<file path="src/design/srp_pkg.sv">
// Package for the snapshot record parser: result type, phase and token codes,
// magic table and the byte-wide reflected CRC-64 update (ECMA-182 polynomial). No dependencies.
package srp_pkg;

  localparam int CNT_W = 32;               // width of the saturating byte count
  localparam logic [63:0] CRC_POLY = 64'hC96C5795D7870F42;
  localparam int MAGIC_LEN = 15;

  localparam logic [7:0] OP_END    = 8'hFF;
  localparam logic [7:0] OP_EXPIRE = 8'hFD;
  localparam logic [7:0] KIND_STRING = 8'h00;
  localparam logic [7:0] KIND_LIST   = 8'h01;
  localparam logic [7:0] KIND_HASH   = 8'h02;

  localparam logic [3:0] PH_MAGIC    = 4'd0;
  localparam logic [3:0] PH_OP       = 4'd1;
  localparam logic [3:0] PH_EXPIRE   = 4'd2;
  localparam logic [3:0] PH_TYPE     = 4'd3;
  localparam logic [3:0] PH_KEY_LEN  = 4'd4;
  localparam logic [3:0] PH_KEY_BODY = 4'd5;
  localparam logic [3:0] PH_COUNT    = 4'd6;
  localparam logic [3:0] PH_VAL_LEN  = 4'd7;
  localparam logic [3:0] PH_VAL_BODY = 4'd8;
  localparam logic [3:0] PH_STOP     = 4'd9;

  localparam logic [2:0] TK_EXPIRE = 3'd0;
  localparam logic [2:0] TK_TYPE   = 3'd1;
  localparam logic [2:0] TK_COUNT  = 3'd2;
  localparam logic [2:0] TK_STRLEN = 3'd3;
  localparam logic [2:0] TK_STRBYTE = 3'd4;
  localparam logic [2:0] TK_END    = 3'd5;
  localparam logic [2:0] TK_STATUS = 3'd6;

  localparam logic [2:0] ROLE_KEY   = 3'd0;
  localparam logic [2:0] ROLE_VALUE = 3'd1;
  localparam logic [2:0] ROLE_LIST  = 3'd2;
  localparam logic [2:0] ROLE_FIELD = 3'd3;
  localparam logic [2:0] ROLE_HVAL  = 3'd4;

  localparam logic [2:0] ST_OK        = 3'd0;
  localparam logic [2:0] ST_BAD_MAGIC = 3'd1;
  localparam logic [2:0] ST_CRC       = 3'd2;
  localparam logic [2:0] ST_TRUNC     = 3'd3;
  localparam logic [2:0] ST_BAD_TYPE  = 3'd4;

  localparam logic [7:0] MAGIC_TAB [MAGIC_LEN] = '{
    8'h52, 8'h45, 8'h44, 8'h49, 8'h53, 8'h2D, 8'h54, 8'h45,
    8'h41, 8'h43, 8'h48, 8'h30, 8'h30, 8'h30, 8'h31
  };

  typedef struct packed {
    logic [2:0]  token_kind;
    logic [2:0]  string_role;
    logic [63:0] token_value;
    logic        final_item;
    logic [2:0]  load_status;
  } res_t;

  function automatic logic [63:0] crc64_byte(input logic [63:0] crc, input logic [7:0] b);
    logic [63:0] c;
    c = crc ^ {56'd0, b};
    for (int i = 0; i < 8; i++) begin
      c = c[0] ? ((c >> 1) ^ CRC_POLY) : (c >> 1);
    end
    return c;
  endfunction

endpackage

</file>
<file path="src/design/snapshot_record_parser_crc64_unit.sv">
// Snapshot file checker and record tokenizer, top level.
// Instantiates srp_parser and srp_out_queue; types from srp_pkg.
//
// Input channel: one file byte per request (data_byte, last_byte marks the
// final byte), in_valid / in_stall. Output channel: one token per request,
// out_valid / out_stall, fields token_kind, string_role, token_value,
// final_item, load_status.
// The last eight bytes of a file are held back as the stored CRC-64; each
// earlier byte goes through the CRC and the record decoder when the eighth
// byte after it is accepted. A byte makes zero or one token; the last byte also makes the final
// status token, after which the parser is back in its reset state.
// Throughput: one byte per cycle while in_stall is low; the decode step is combinational.
// Each token is registered into the queue when its byte is accepted; the
// status token is queued in the same cycle, directly behind the last byte's token.
// Tokens pass through a four-entry queue; in_stall rises when fewer than two
// entries are free, so a stalled receiver holds up the input once three or
// four tokens are queued. Tokens stay provisional until the final status.
// Reset (synchronous, rst high) empties the queue and clears the parser.
module snapshot_record_parser_crc64_unit (
  input  logic        clk,
  input  logic        rst,
  input  logic        in_valid,
  output logic        in_stall,
  input  logic [7:0]  data_byte,
  input  logic        last_byte,
  output logic        out_valid,
  input  logic        out_stall,
  output logic [2:0]  token_kind,
  output logic [2:0]  string_role,
  output logic [63:0] token_value,
  output logic        final_item,
  output logic [2:0]  load_status
);

  logic          room;
  logic          step;
  logic [1:0]    push_count;
  srp_pkg::res_t item0;
  srp_pkg::res_t item1;
  srp_pkg::res_t head;

  assign in_stall = !room;
  assign step     = in_valid && room;

  srp_parser u_parser (
    .clk        (clk),
    .rst        (rst),
    .step       (step),
    .data_byte  (data_byte),
    .last_byte  (last_byte),
    .push_count (push_count),
    .item0      (item0),
    .item1      (item1)
  );

  srp_out_queue u_queue (
    .clk        (clk),
    .rst        (rst),
    .push_count (push_count),
    .item0      (item0),
    .item1      (item1),
    .room       (room),
    .out_valid  (out_valid),
    .out_stall  (out_stall),
    .head       (head)
  );

  assign token_kind  = head.token_kind;
  assign string_role = head.string_role;
  assign token_value = head.token_value;
  assign final_item  = head.final_item;
  assign load_status = head.load_status;

endmodule

</file>
<file path="src/design/srp_parser.sv">
// Per-byte step: holdback line, CRC, record decoder and final status.
// Produces up to two result requests per accepted byte. Uses srp_pkg.
module srp_parser (
  input  logic             clk,
  input  logic             rst,
  input  logic             step,
  input  logic [7:0]       data_byte,
  input  logic             last_byte,
  output logic [1:0]       push_count,
  output srp_pkg::res_t    item0,
  output srp_pkg::res_t    item1
);

  logic [7:0]  hold [8];
  logic [63:0] crc;
  logic [srp_pkg::CNT_W-1:0] cnt;
  logic [3:0]  phase;
  logic [63:0] acc;
  logic [2:0]  idx;
  logic [31:0] srem;
  logic [31:0] erem;
  logic [7:0]  kind;
  logic        hvn;
  logic [2:0]  err;
  logic        ends;
  logic        mm;

  logic [63:0] crc_next;
  logic [srp_pkg::CNT_W-1:0] cnt_next;
  logic [3:0]  phase_next;
  logic [63:0] acc_next;
  logic [2:0]  idx_next;
  logic [31:0] srem_next;
  logic [31:0] erem_next;
  logic [7:0]  kind_next;
  logic        hvn_next;
  logic [2:0]  err_next;
  logic        ends_next;
  logic        mm_next;

  logic        tok_v;
  srp_pkg::res_t tok;
  srp_pkg::res_t fin;
  logic [7:0]  rel;
  logic        active;
  logic [srp_pkg::CNT_W-1:0] cnt_m8;
  logic [3:0]  midx;
  logic [63:0] stored;
  logic        do_after_key;
  logic        do_after_value;
  logic [2:0]  vrole;
  logic [31:0] v32;
  logic [2:0]  status;

  localparam logic [srp_pkg::CNT_W-1:0] CNT_MAX = '1;

  assign rel    = hold[0];
  assign active = cnt >= srp_pkg::CNT_W'(8);
  assign cnt_m8 = cnt - srp_pkg::CNT_W'(8);
  assign midx   = cnt_m8[3:0];
  assign stored = {data_byte, hold[7], hold[6], hold[5], hold[4], hold[3], hold[2], hold[1]};

  always_comb begin
    priority if (kind == srp_pkg::KIND_STRING) vrole = srp_pkg::ROLE_VALUE;
    else if (kind == srp_pkg::KIND_LIST) vrole = srp_pkg::ROLE_LIST;
    else vrole = hvn ? srp_pkg::ROLE_HVAL : srp_pkg::ROLE_FIELD;
  end

  always_comb begin
    crc_next   = crc;
    phase_next = phase;
    acc_next   = acc;
    idx_next   = idx;
    srem_next  = srem;
    erem_next  = erem;
    kind_next  = kind;
    hvn_next   = hvn;
    err_next   = err;
    ends_next  = ends;
    mm_next    = mm;
    tok_v      = 1'b0;
    tok        = '0;
    do_after_key   = 1'b0;
    do_after_value = 1'b0;
    v32        = 32'd0;
    cnt_next   = (cnt != CNT_MAX) ? cnt + srp_pkg::CNT_W'(1) : cnt;

    if (active) begin
      crc_next = srp_pkg::crc64_byte(crc, rel);
      unique case (phase)
        srp_pkg::PH_MAGIC: begin
          if (midx < 4'(srp_pkg::MAGIC_LEN) && rel != srp_pkg::MAGIC_TAB[midx]) mm_next = 1'b0;
          if (midx == 4'(srp_pkg::MAGIC_LEN - 1)) begin
            if (mm_next) begin
              phase_next = srp_pkg::PH_OP;
              acc_next = '0;
              idx_next = '0;
            end else begin
              phase_next = srp_pkg::PH_STOP;
            end
          end
        end
        srp_pkg::PH_OP, srp_pkg::PH_TYPE: begin
          if (phase == srp_pkg::PH_OP && rel == srp_pkg::OP_END) begin
            ends_next  = 1'b1;
            phase_next = srp_pkg::PH_STOP;
            tok_v = 1'b1;
            tok.token_kind = srp_pkg::TK_END;
          end else if (phase == srp_pkg::PH_OP && rel == srp_pkg::OP_EXPIRE) begin
            phase_next = srp_pkg::PH_EXPIRE;
            acc_next = '0;
            idx_next = '0;
          end else begin
            kind_next  = rel;
            phase_next = srp_pkg::PH_KEY_LEN;
            acc_next = '0;
            idx_next = '0;
            tok_v = 1'b1;
            tok.token_kind  = srp_pkg::TK_TYPE;
            tok.token_value = {56'd0, rel};
          end
        end
        srp_pkg::PH_EXPIRE: begin
          acc_next = acc | ({56'd0, rel} << {idx, 3'b000});
          if (idx == 3'd7) begin
            tok_v = 1'b1;
            tok.token_kind  = srp_pkg::TK_EXPIRE;
            tok.token_value = acc_next;
            phase_next = srp_pkg::PH_TYPE;
            acc_next = '0;
            idx_next = '0;
          end else begin
            idx_next = idx + 3'd1;
          end
        end
        srp_pkg::PH_KEY_LEN, srp_pkg::PH_VAL_LEN, srp_pkg::PH_COUNT: begin
          acc_next = acc | ({56'd0, rel} << {idx[1:0], 3'b000});
          if (idx < 3'd3) begin
            idx_next = idx + 3'd1;
          end else begin
            v32 = acc_next[31:0];
            acc_next = '0;
            idx_next = '0;
            tok_v = 1'b1;
            tok.token_value = {32'd0, v32};
            if (phase == srp_pkg::PH_COUNT) begin
              tok.token_kind = srp_pkg::TK_COUNT;
              erem_next  = v32;
              hvn_next   = 1'b0;
              phase_next = (v32 == 32'd0) ? srp_pkg::PH_OP : srp_pkg::PH_VAL_LEN;
            end else begin
              tok.token_kind  = srp_pkg::TK_STRLEN;
              tok.string_role = (phase == srp_pkg::PH_KEY_LEN) ? srp_pkg::ROLE_KEY : vrole;
              srem_next = v32;
              if (v32 != 32'd0) begin
                phase_next = (phase == srp_pkg::PH_KEY_LEN) ? srp_pkg::PH_KEY_BODY
                                                           : srp_pkg::PH_VAL_BODY;
              end else if (phase == srp_pkg::PH_KEY_LEN) begin
                do_after_key = 1'b1;
              end else begin
                do_after_value = 1'b1;
              end
            end
          end
        end
        srp_pkg::PH_KEY_BODY, srp_pkg::PH_VAL_BODY: begin
          tok_v = 1'b1;
          tok.token_kind  = srp_pkg::TK_STRBYTE;
          tok.string_role = (phase == srp_pkg::PH_KEY_BODY) ? srp_pkg::ROLE_KEY : vrole;
          tok.token_value = {56'd0, rel};
          srem_next = srem - 32'd1;
          if (srem_next == 32'd0) begin
            if (phase == srp_pkg::PH_KEY_BODY) do_after_key = 1'b1;
            else do_after_value = 1'b1;
          end
        end
        default: ;
      endcase

      if (do_after_key) begin
        acc_next = '0;
        idx_next = '0;
        priority if (kind_next == srp_pkg::KIND_STRING) phase_next = srp_pkg::PH_VAL_LEN;
        else if (kind_next == srp_pkg::KIND_LIST || kind_next == srp_pkg::KIND_HASH)
          phase_next = srp_pkg::PH_COUNT;
        else begin
          err_next   = srp_pkg::ST_BAD_TYPE;
          phase_next = srp_pkg::PH_STOP;
        end
      end
      if (do_after_value) begin
        acc_next = '0;
        idx_next = '0;
        priority if (kind == srp_pkg::KIND_STRING) phase_next = srp_pkg::PH_OP;
        else if (kind == srp_pkg::KIND_HASH && !hvn) begin
          hvn_next   = 1'b1;
          phase_next = srp_pkg::PH_VAL_LEN;
        end else begin
          hvn_next   = 1'b0;
          erem_next  = erem - 32'd1;
          phase_next = (erem_next == 32'd0) ? srp_pkg::PH_OP : srp_pkg::PH_VAL_LEN;
        end
      end
    end
  end

  always_comb begin
    priority if (cnt_next < srp_pkg::CNT_W'(24) || !mm_next) status = srp_pkg::ST_BAD_MAGIC;
    else if (cnt_next == CNT_MAX) status = srp_pkg::ST_TRUNC;
    else if (crc_next != stored) status = srp_pkg::ST_CRC;
    else if (err_next != srp_pkg::ST_OK) status = err_next;
    else if (!ends_next) status = srp_pkg::ST_TRUNC;
    else status = srp_pkg::ST_OK;
    fin = '0;
    fin.token_kind  = srp_pkg::TK_STATUS;
    fin.token_value = {61'd0, status};
    fin.final_item  = 1'b1;
    fin.load_status = status;
  end

  // results are compacted: slot 0 gets whichever comes first
  always_comb begin
    push_count = '0;
    item0 = tok;
    item1 = fin;
    if (step) begin
      if (tok_v && last_byte) push_count = 2'd2;
      else if (tok_v) push_count = 2'd1;
      else if (last_byte) begin
        push_count = 2'd1;
        item0 = fin;
      end
    end
  end

  always_ff @(posedge clk) begin
    if (rst || (step && last_byte)) begin
      for (int i = 0; i < 8; i++) hold[i] <= '0;
      crc   <= '0;
      cnt   <= '0;
      phase <= srp_pkg::PH_MAGIC;
      acc   <= '0;
      idx   <= '0;
      srem  <= '0;
      erem  <= '0;
      kind  <= '0;
      hvn   <= 1'b0;
      err   <= srp_pkg::ST_OK;
      ends  <= 1'b0;
      mm    <= 1'b1;
    end else if (step) begin
      for (int i = 0; i < 7; i++) hold[i] <= hold[i+1];
      hold[7] <= data_byte;
      crc   <= crc_next;
      cnt   <= cnt_next;
      phase <= phase_next;
      acc   <= acc_next;
      idx   <= idx_next;
      srem  <= srem_next;
      erem  <= erem_next;
      kind  <= kind_next;
      hvn   <= hvn_next;
      err   <= err_next;
      ends  <= ends_next;
      mm    <= mm_next;
    end
  end

endmodule

</file>
<file path="src/design/srp_out_queue.sv">
// Four-entry result queue between the byte step and the output channel.
// Takes up to two requests per cycle, hands out one while out_stall is low. Uses srp_pkg.
module srp_out_queue (
  input  logic          clk,
  input  logic          rst,
  input  logic [1:0]    push_count,
  input  srp_pkg::res_t item0,
  input  srp_pkg::res_t item1,
  output logic          room,
  output logic          out_valid,
  input  logic          out_stall,
  output srp_pkg::res_t head
);

  srp_pkg::res_t slots [4];
  logic [1:0] wp;
  logic [1:0] rp;
  logic [2:0] count;
  logic       pop;

  assign out_valid = count != 3'd0;
  assign pop  = out_valid && !out_stall;
  assign room = count <= 3'd2;   // space for two more
  assign head = slots[rp];

  always_ff @(posedge clk) begin
    if (push_count != 2'd0) slots[wp] <= item0;
    if (push_count == 2'd2) slots[wp + 2'd1] <= item1;
  end

  always_ff @(posedge clk) begin
    if (rst) begin
      wp    <= '0;
      rp    <= '0;
      count <= '0;
    end else begin
      wp    <= wp + push_count;
      rp    <= rp + {1'b0, pop};
      count <= count + {1'b0, push_count} - {2'b0, pop};
    end
  end

endmodule

</file>
<file path="config.mk">
export PLATFORM = sky130hd
export DESIGN_NAME = snapshot_record_parser_crc64_unit
export DESIGN_NICKNAME = d
export VERILOG_FILES = /design/src/design/srp_pkg.sv /design/src/design/snapshot_record_parser_crc64_unit.sv /design/src/design/srp_parser.sv /design/src/design/srp_out_queue.sv
export SDC_FILE = /design/constraint.sdc
export NUM_CORES = 2
export LEC_CHECK = 0
export BUFFER_PORTS_ARGS = -buffer_cell sky130_fd_sc_hd__buf_2
export CAP_MARGIN = 10
export CORE_MARGIN = 2
export CORE_UTILIZATION = 45
export DETAILED_ROUTE_END_ITERATION = 8
export PLACE_DENSITY = 0.59
export SLEW_MARGIN = 20
export SYNTH_ARGS = -nofsm -noshare
export SYNTH_HDL_FRONTEND = slang
export SYNTH_SLANG_ARGS = --single-unit
export TNS_END_PERCENT = 1
</file>
<file path="constraint.sdc">
create_clock -name clk -period 5.2 [get_ports clk]
set_clock_uncertainty 0.2 [all_clocks]
set_input_delay 0.26 -clock clk [delete_from_list [all_inputs] [get_ports clk]]
set_output_delay 0.26 -clock clk [all_outputs]
set_load 0.005 [all_outputs]
</file>
After elaboration in Yosys (flattened, before gate mapping)

Memories as Yosys holds them, arrays and structs flattened. A register that Yosys moved wholly into a read port is not among the register bits.
Cells that the tools add are included.

Latch bits: 0
Memories kept: 3
Bits of input ports: 13
Output and inout port bits: 76
RAM bits: 360
Memory bits (read-only): 128
Logic and storage cells: 266
Bits in registers: 252

Reductions and logical operators: 34
Shift-type cells: 2
Add/subtract/negate cells: 10
Bitwise gates (word level): 20
$mul: 0
Divide/modulo/power cells: 0
Mux-type cells: 147
Equality and inequality tests: 29
$lt $le $gt $ge: 6

Memory list:

| name             | depth | bits a word | rd ports | clocked after memory_dff | wr ports | RTL line            | source |
|---|---|---|---|---|---|---|---|
| u_queue.slots    | 4     | 74          | 1        | 1                        | 2        | srp_out_queue.sv:15 | `srp_pkg::res_t slots [4];` |
| (name not given) | 16    | 8           | 1        | 0                        | 0        | srp_parser.sv:92    | `if (midx < 4'(srp_pkg::MAGIC_LEN) && rel != srp_pkg::MAGIC_TAB[midx]) mm_next = 1'b0;` |
| u_parser.hold    | 8     | 8           | 8        | 0                        | 8        | srp_parser.sv:14    | `logic [7:0] hold [8];` |

Operators with widths:

| cell                                                                                  | count |
|---|---|
| 64-bit two-way mux                                                                    | 18 |
| 64-bit one-hot mux with 4 select lines                                                | 2 |
| 74-bit two-way mux                                                                    | 4 |
| 32-bit two-way mux                                                                    | 9 |
| 32-bit inverter with 33-bit output                                                    | 8 |
| 64-bit bitwise OR                                                                     | 2 |
| 8-bit two-way mux                                                                     | 15 |
| 32-bit zero test                                                                      | 3 |
| 3-bit two-way mux                                                                     | 25 |
| 70-bit two-way mux                                                                    | 1 |
| 69-bit two-way mux                                                                    | 1 |
| 64-bit inequality test                                                                | 1 |
| 32-bit one-hot mux with 2 select lines                                                | 1 |
| 8-bit by 5-bit << shifter with 64-bit output                                          | 1 |
| 8-bit by 6-bit << shifter with 64-bit output                                          | 1 |
| 32-bit by 1-bit subtractor with 32-bit output (second input constant)                 | 2 |
| 64-bit by 8-bit bitwise XOR with 64-bit output                                        | 1 |
| 4-bit two-way mux                                                                     | 14 |
| 1-bit two-way mux                                                                     | 45 |
| 32-bit by 1-bit adder with 32-bit output (second input constant)                      | 1 |
| 32-bit == test (second input constant)                                                | 1 |
| 32-bit by 4-bit greater-or-equal comparator with 1-bit output (second input constant) | 1 |
| 32-bit by 5-bit less-than comparator with 1-bit output (second input constant)        | 1 |
| 32-bit inequality test (second input constant)                                        | 1 |
| other kinds (49)                                                                      | 89 |

Logic depth before layout (Yosys ltp)

An unclocked memory read counts as a cell.

Depth in word-level cells: 27
Depth in mapped cells: 16
Mapped depth without buffers: 14

By module

From an unflattened synthesis, not the netlist that was laid out.

Cells, all modules: 3371
Area, all modules: 36187.2 µm²

By module, submodules not included:

| module                            | seq. area each (µm²) | cells an instance | times used | area each (µm²) |
|---|---|---|---|---|
| srp_parser                        | 6826.5               | 2606              | 1          | 20851.2 |
| srp_out_queue                     | 9028.7               | 763               | 1          | 15325.9 |
| snapshot_record_parser_crc64_unit | 0.0                  | 2                 | 1          | 10.0 |

Worst setup path before layout

OpenSTA, ideal clock, no wires.

Path type: register to register
Start: memory u_parser.hold[0][2]
End: memory u_queue.slots[1][5] in the netlist's numbering (data pin)
Required time: 4.743 ns
Data arrival time: 3.837 ns
Buffers on the path: 1
Library setup time: 0.257 ns
Period minus slack after synthesis: 4.294 ns
Cell stages (with the launch flop): 12
Setup slack: 0.906 ns
Path through: edfxtp_1 > buf_2 > xor2_2 > xnor2_1 > xor3_1 > a2111oi_2 > o2111ai_1 > o31a_1 > or4_4 > nor4_4 > o211a_4 > o21ai_1

RTL lines:

| element            | RTL line |
|---|---|
| start: declaration | srp_parser.sv:14 |
| end: declaration   | srp_out_queue.sv:15 |

==> summary.txt <==
Gr ovfl total = 0
Number of vias per cell = 6.13
Detailed placement HPWL = 72500 um
Final-report hold violation count = 0
Core Box Area = 71200 um^2
Final Cycle Share = 93.9%
Post-Syn Nets = 3607
Peak supply drop = 0.320 mV
Worst EP arrival = 5.05 ns
Synth cell types = 95
WL/cell = 23.0 um
Synth Register Bits = 612
Startpoint types = flip-flop
Final instance area = 36300 um^2
Buf+Inv Stages, Crit Path = 1
Setup CP Type = flip-flop to flip-flop
RSZ-0062 raised after global routing = no
Yosys warnings = 0
Syn_area_per_cell = 9.04 um^2
Die W = 272 um
Inst Count DP = 4442
# IOs = 89
Crit end category = flip-flop
DRT Wirelength = 106000 um
Synthesized cell area = 32300 um^2
Overall Global Routing Usage = 28.0%
Depth of the CTS H-tree = 3
Via count = 28100
Main synth FF type = dfxtp_1
Hold Path Class = primary input to flip-flop
Placer Congestion = 1.02
CP max stage delay = 0.60 ns
Clk buf depth = 3
Crit Path Max Fanout = 8
Crit path required time = 5.37 ns
Worst slew margin = 28.3%
CTS tree = done
Clock slew at reported path FFs = 0.06 ns
Max-Cap Viols = 0
Post-synth EDFFs = 88
Rows = 98
CP delay by family, top = XOR/XNOR gates
Final core occ = 51.0%
Root buffer cell = clkbuf_16
Initial antenna violation count = 2
Number of buffers created by CTS = 73
Synth Instances = 3572
CP cell instances = xor2_1 -> buf_4 -> xnor2_2 -> xnor3_1 -> xnor2_1 -> or3b_2 -> a31oi_1 -> nand3_1 -> nor4_4 -> o211a_4 -> o21ai_1
Final Non-Filler Cells = 4587
Async S/R FF share, synth = 0%
Pwr dens = 366 nW/um^2
# fillers = 6686
Setup TNS = 0 ns
Sink Count = 612
Run status = completed
Die height = 272 um
Final worst path period need = 4.88 ns
Dpl cell area = 33700 um^2
Skew-Pair Late Insertion Delay = 0.63 ns
Count of final max-slew check failures = 0
Detail Route Antenna Nets = 0
Die ar. = 73900 um^2
Share of cells above drive strength 1 = 13.0%
Pre-antenna DRT Iters = 5
Fin nets = 3611
Global-route wire length before repair = 163000 um
Initial Util = 45.3%
FMAX = 205 MHz
Count of final setup violators = 0
Vias in the first global route = 26400
DRC viols = 0
Synthesis-to-finish area growth = 12.5%
Hold Slack = 0.0375 ns
Leak = 0.0139 uW
Register area share after synthesis = 40.7%
Critical-path cell with the highest stage delay = xnor3_1
Drt initial violations = 3146
PortBufs = 88
Slew @ Worst Pin = 1.08 ns
Pin count of the biggest net entering global routing = 69
worst paths after layout:
path,startpoint,endpoint,slack [ns],cells past startpoint
hold / removal,out_stall,u_queue.rp[1],0.04,5
setup / recovery,u_parser.hold[0][6],u_queue.slots[1][5],0.32,11
hold reg to reg,u_queue.slots[1][66],u_queue.slots[1][66],0.25,2
setup reg to reg,u_parser.hold[0][6],u_queue.slots[1][5],0.32,11
tightest hold or removal path: cells and delay by family:
kind	cells	cell delay, ns
and+or+nand+nor	2	0.12
xor gates and xnor gates	1	0.13
buffers and inverters	1	0.12
adders and majority gates	1	0.19
report_power, final:
part | internal [uW] | switching (uW) | leakage (uW) | total, uW
logic | 1170 | 1660 | 0.00753 | 2830
clock network | 3070 | 2180 | 0.00121 | 5250
registers | 4970 | 245 | 0.00514 | 5210
total | 9200 | 4080 | 0.0139 | 13300
cells in the mapped netlist, types with 62 or more instances:
cell type    n  area (um^2)
a21oi_1    175          876
a22o_1      62          543
a31oi_1     63          394
and2_1      63          394
clkbuf_1   222          833
dfxtp_1    524        10500
edfxtp_1    88         2640
inv_1       83          312
mux4_2      74         1670
nand2_1    435         1630
nand3_1     97          485
nor2_1     216          811
nor3_1      71          355
nor4_1      67          419
o21ai_0    421         2110
xnor2_1    165         1450
xor2_1      77          674
metal layers:
metal	vias to the layer above	GRT usage [%]	wire length, um
li1	13000	-	-
met3	204	4.56	8550
met5	-	0	7
met4	2	8.98	2880
met1	13700	40.9	47700
met2	1204	42.4	46400
cells by family (layout without fill, tap and decap cells):
| family | after synthesis | after routing | synth area share [%] |
|---|---|---|---|
| buffers and inverters | 353 | 417 | 4.26 |
| AND/OR/NAND/NOR | 1147 | 1147 | 17.1 |
| XOR/XNOR | 304 | 304 | 10.8 |
| other | 0 | 1 | 0 |
| flip-flops | 612 | 612 | 40.7 |
| adder cells (fa/ha/maj) | 23 | 23 | 0.907 |
| AO/OA/AOI/OAI | 1032 | 1032 | 20.2 |
| multiplexers | 101 | 101 | 6.02 |
cell usage in the layout, fill, tap and decap left out, types with 14 or more instances in the layout:
cell type,n
inv_1,82
o21ai_0,420
a311oi_1,16
or4_1,17
nor4_1,66
mux4_2,74
nand4_1,32
o211ai_1,17
xnor3_1,41
clkbuf_16,74
o211a_1,43
clkbuf_8,14
buf_4,101
nor2b_1,17
nand2b_1,23
ha_1,21
xnor2_1,164
xor2_1,77
a22oi_1,18
edfxtp_1,88
a211oi_1,32
nor2_1,213
a31oi_1,63
nor3_1,66
and3_1,22
and2_1,63
clkbuf_1,19
nand3_1,97
o22ai_1,34
buf_2,88
or3_1,15
nand2_1,433
mux2i_1,23
a21oi_1,172
dfxtp_1,522
o31ai_1,16
o21a_1,14
a22o_1,62
metrics by stage:
| step | total power [uW] | setup slack, ns |
|---|---|---|
| 2_1_floorplan | 7140 | 0.906 |
| 3_3_place_gp | 8080 | 0.546 |
| 3_5_place_dp | 8060 | 0.486 |
| 4_1_cts | 13300 | 0.466 |
| 5_1_grt | 13700 | 0.142 |
| 6_report | 13300 | 0.318 |
sequential cells by signal (all words and copies together), names as in the netlist:
register        count
u_parser.hold      64
u_queue.slots     296
u_parser.idx        3
u_parser.mm         1
u_parser.acc       64
u_parser.srem      32
u_queue.rp          2
u_parser.kind       8
u_parser.erem      32
u_parser.hvn        1
u_parser.phase      4
u_queue.count       3
u_parser.crc       64
u_parser.err        3
u_parser.ends       1
u_queue.wp          2
u_parser.cnt       32
final cells by class:
type / count / area [um^2] / share of cell area (%)
clock inverter: 28 / 349 / 0.962
antenna: 1 / 2.50 / 0.00689
timing repair buffer: 199 / 1310 / 3.61
sequential: 612 / 13100 / 36.2
clock buffer: 107 / 2120 / 5.83
multi-input combinational: 2607 / 17900 / 49.3
inverter: 83 / 313 / 0.862
tap: 950 / 1190 / 3.27
timing repair:
item | CTS | global route
hold buffers | 9 | 0
hold endpoints to repair | 15 | 0
resized for setup | 0 | 0
buffers inserted | 0 | 0
(Power assumes the default switching activity.)
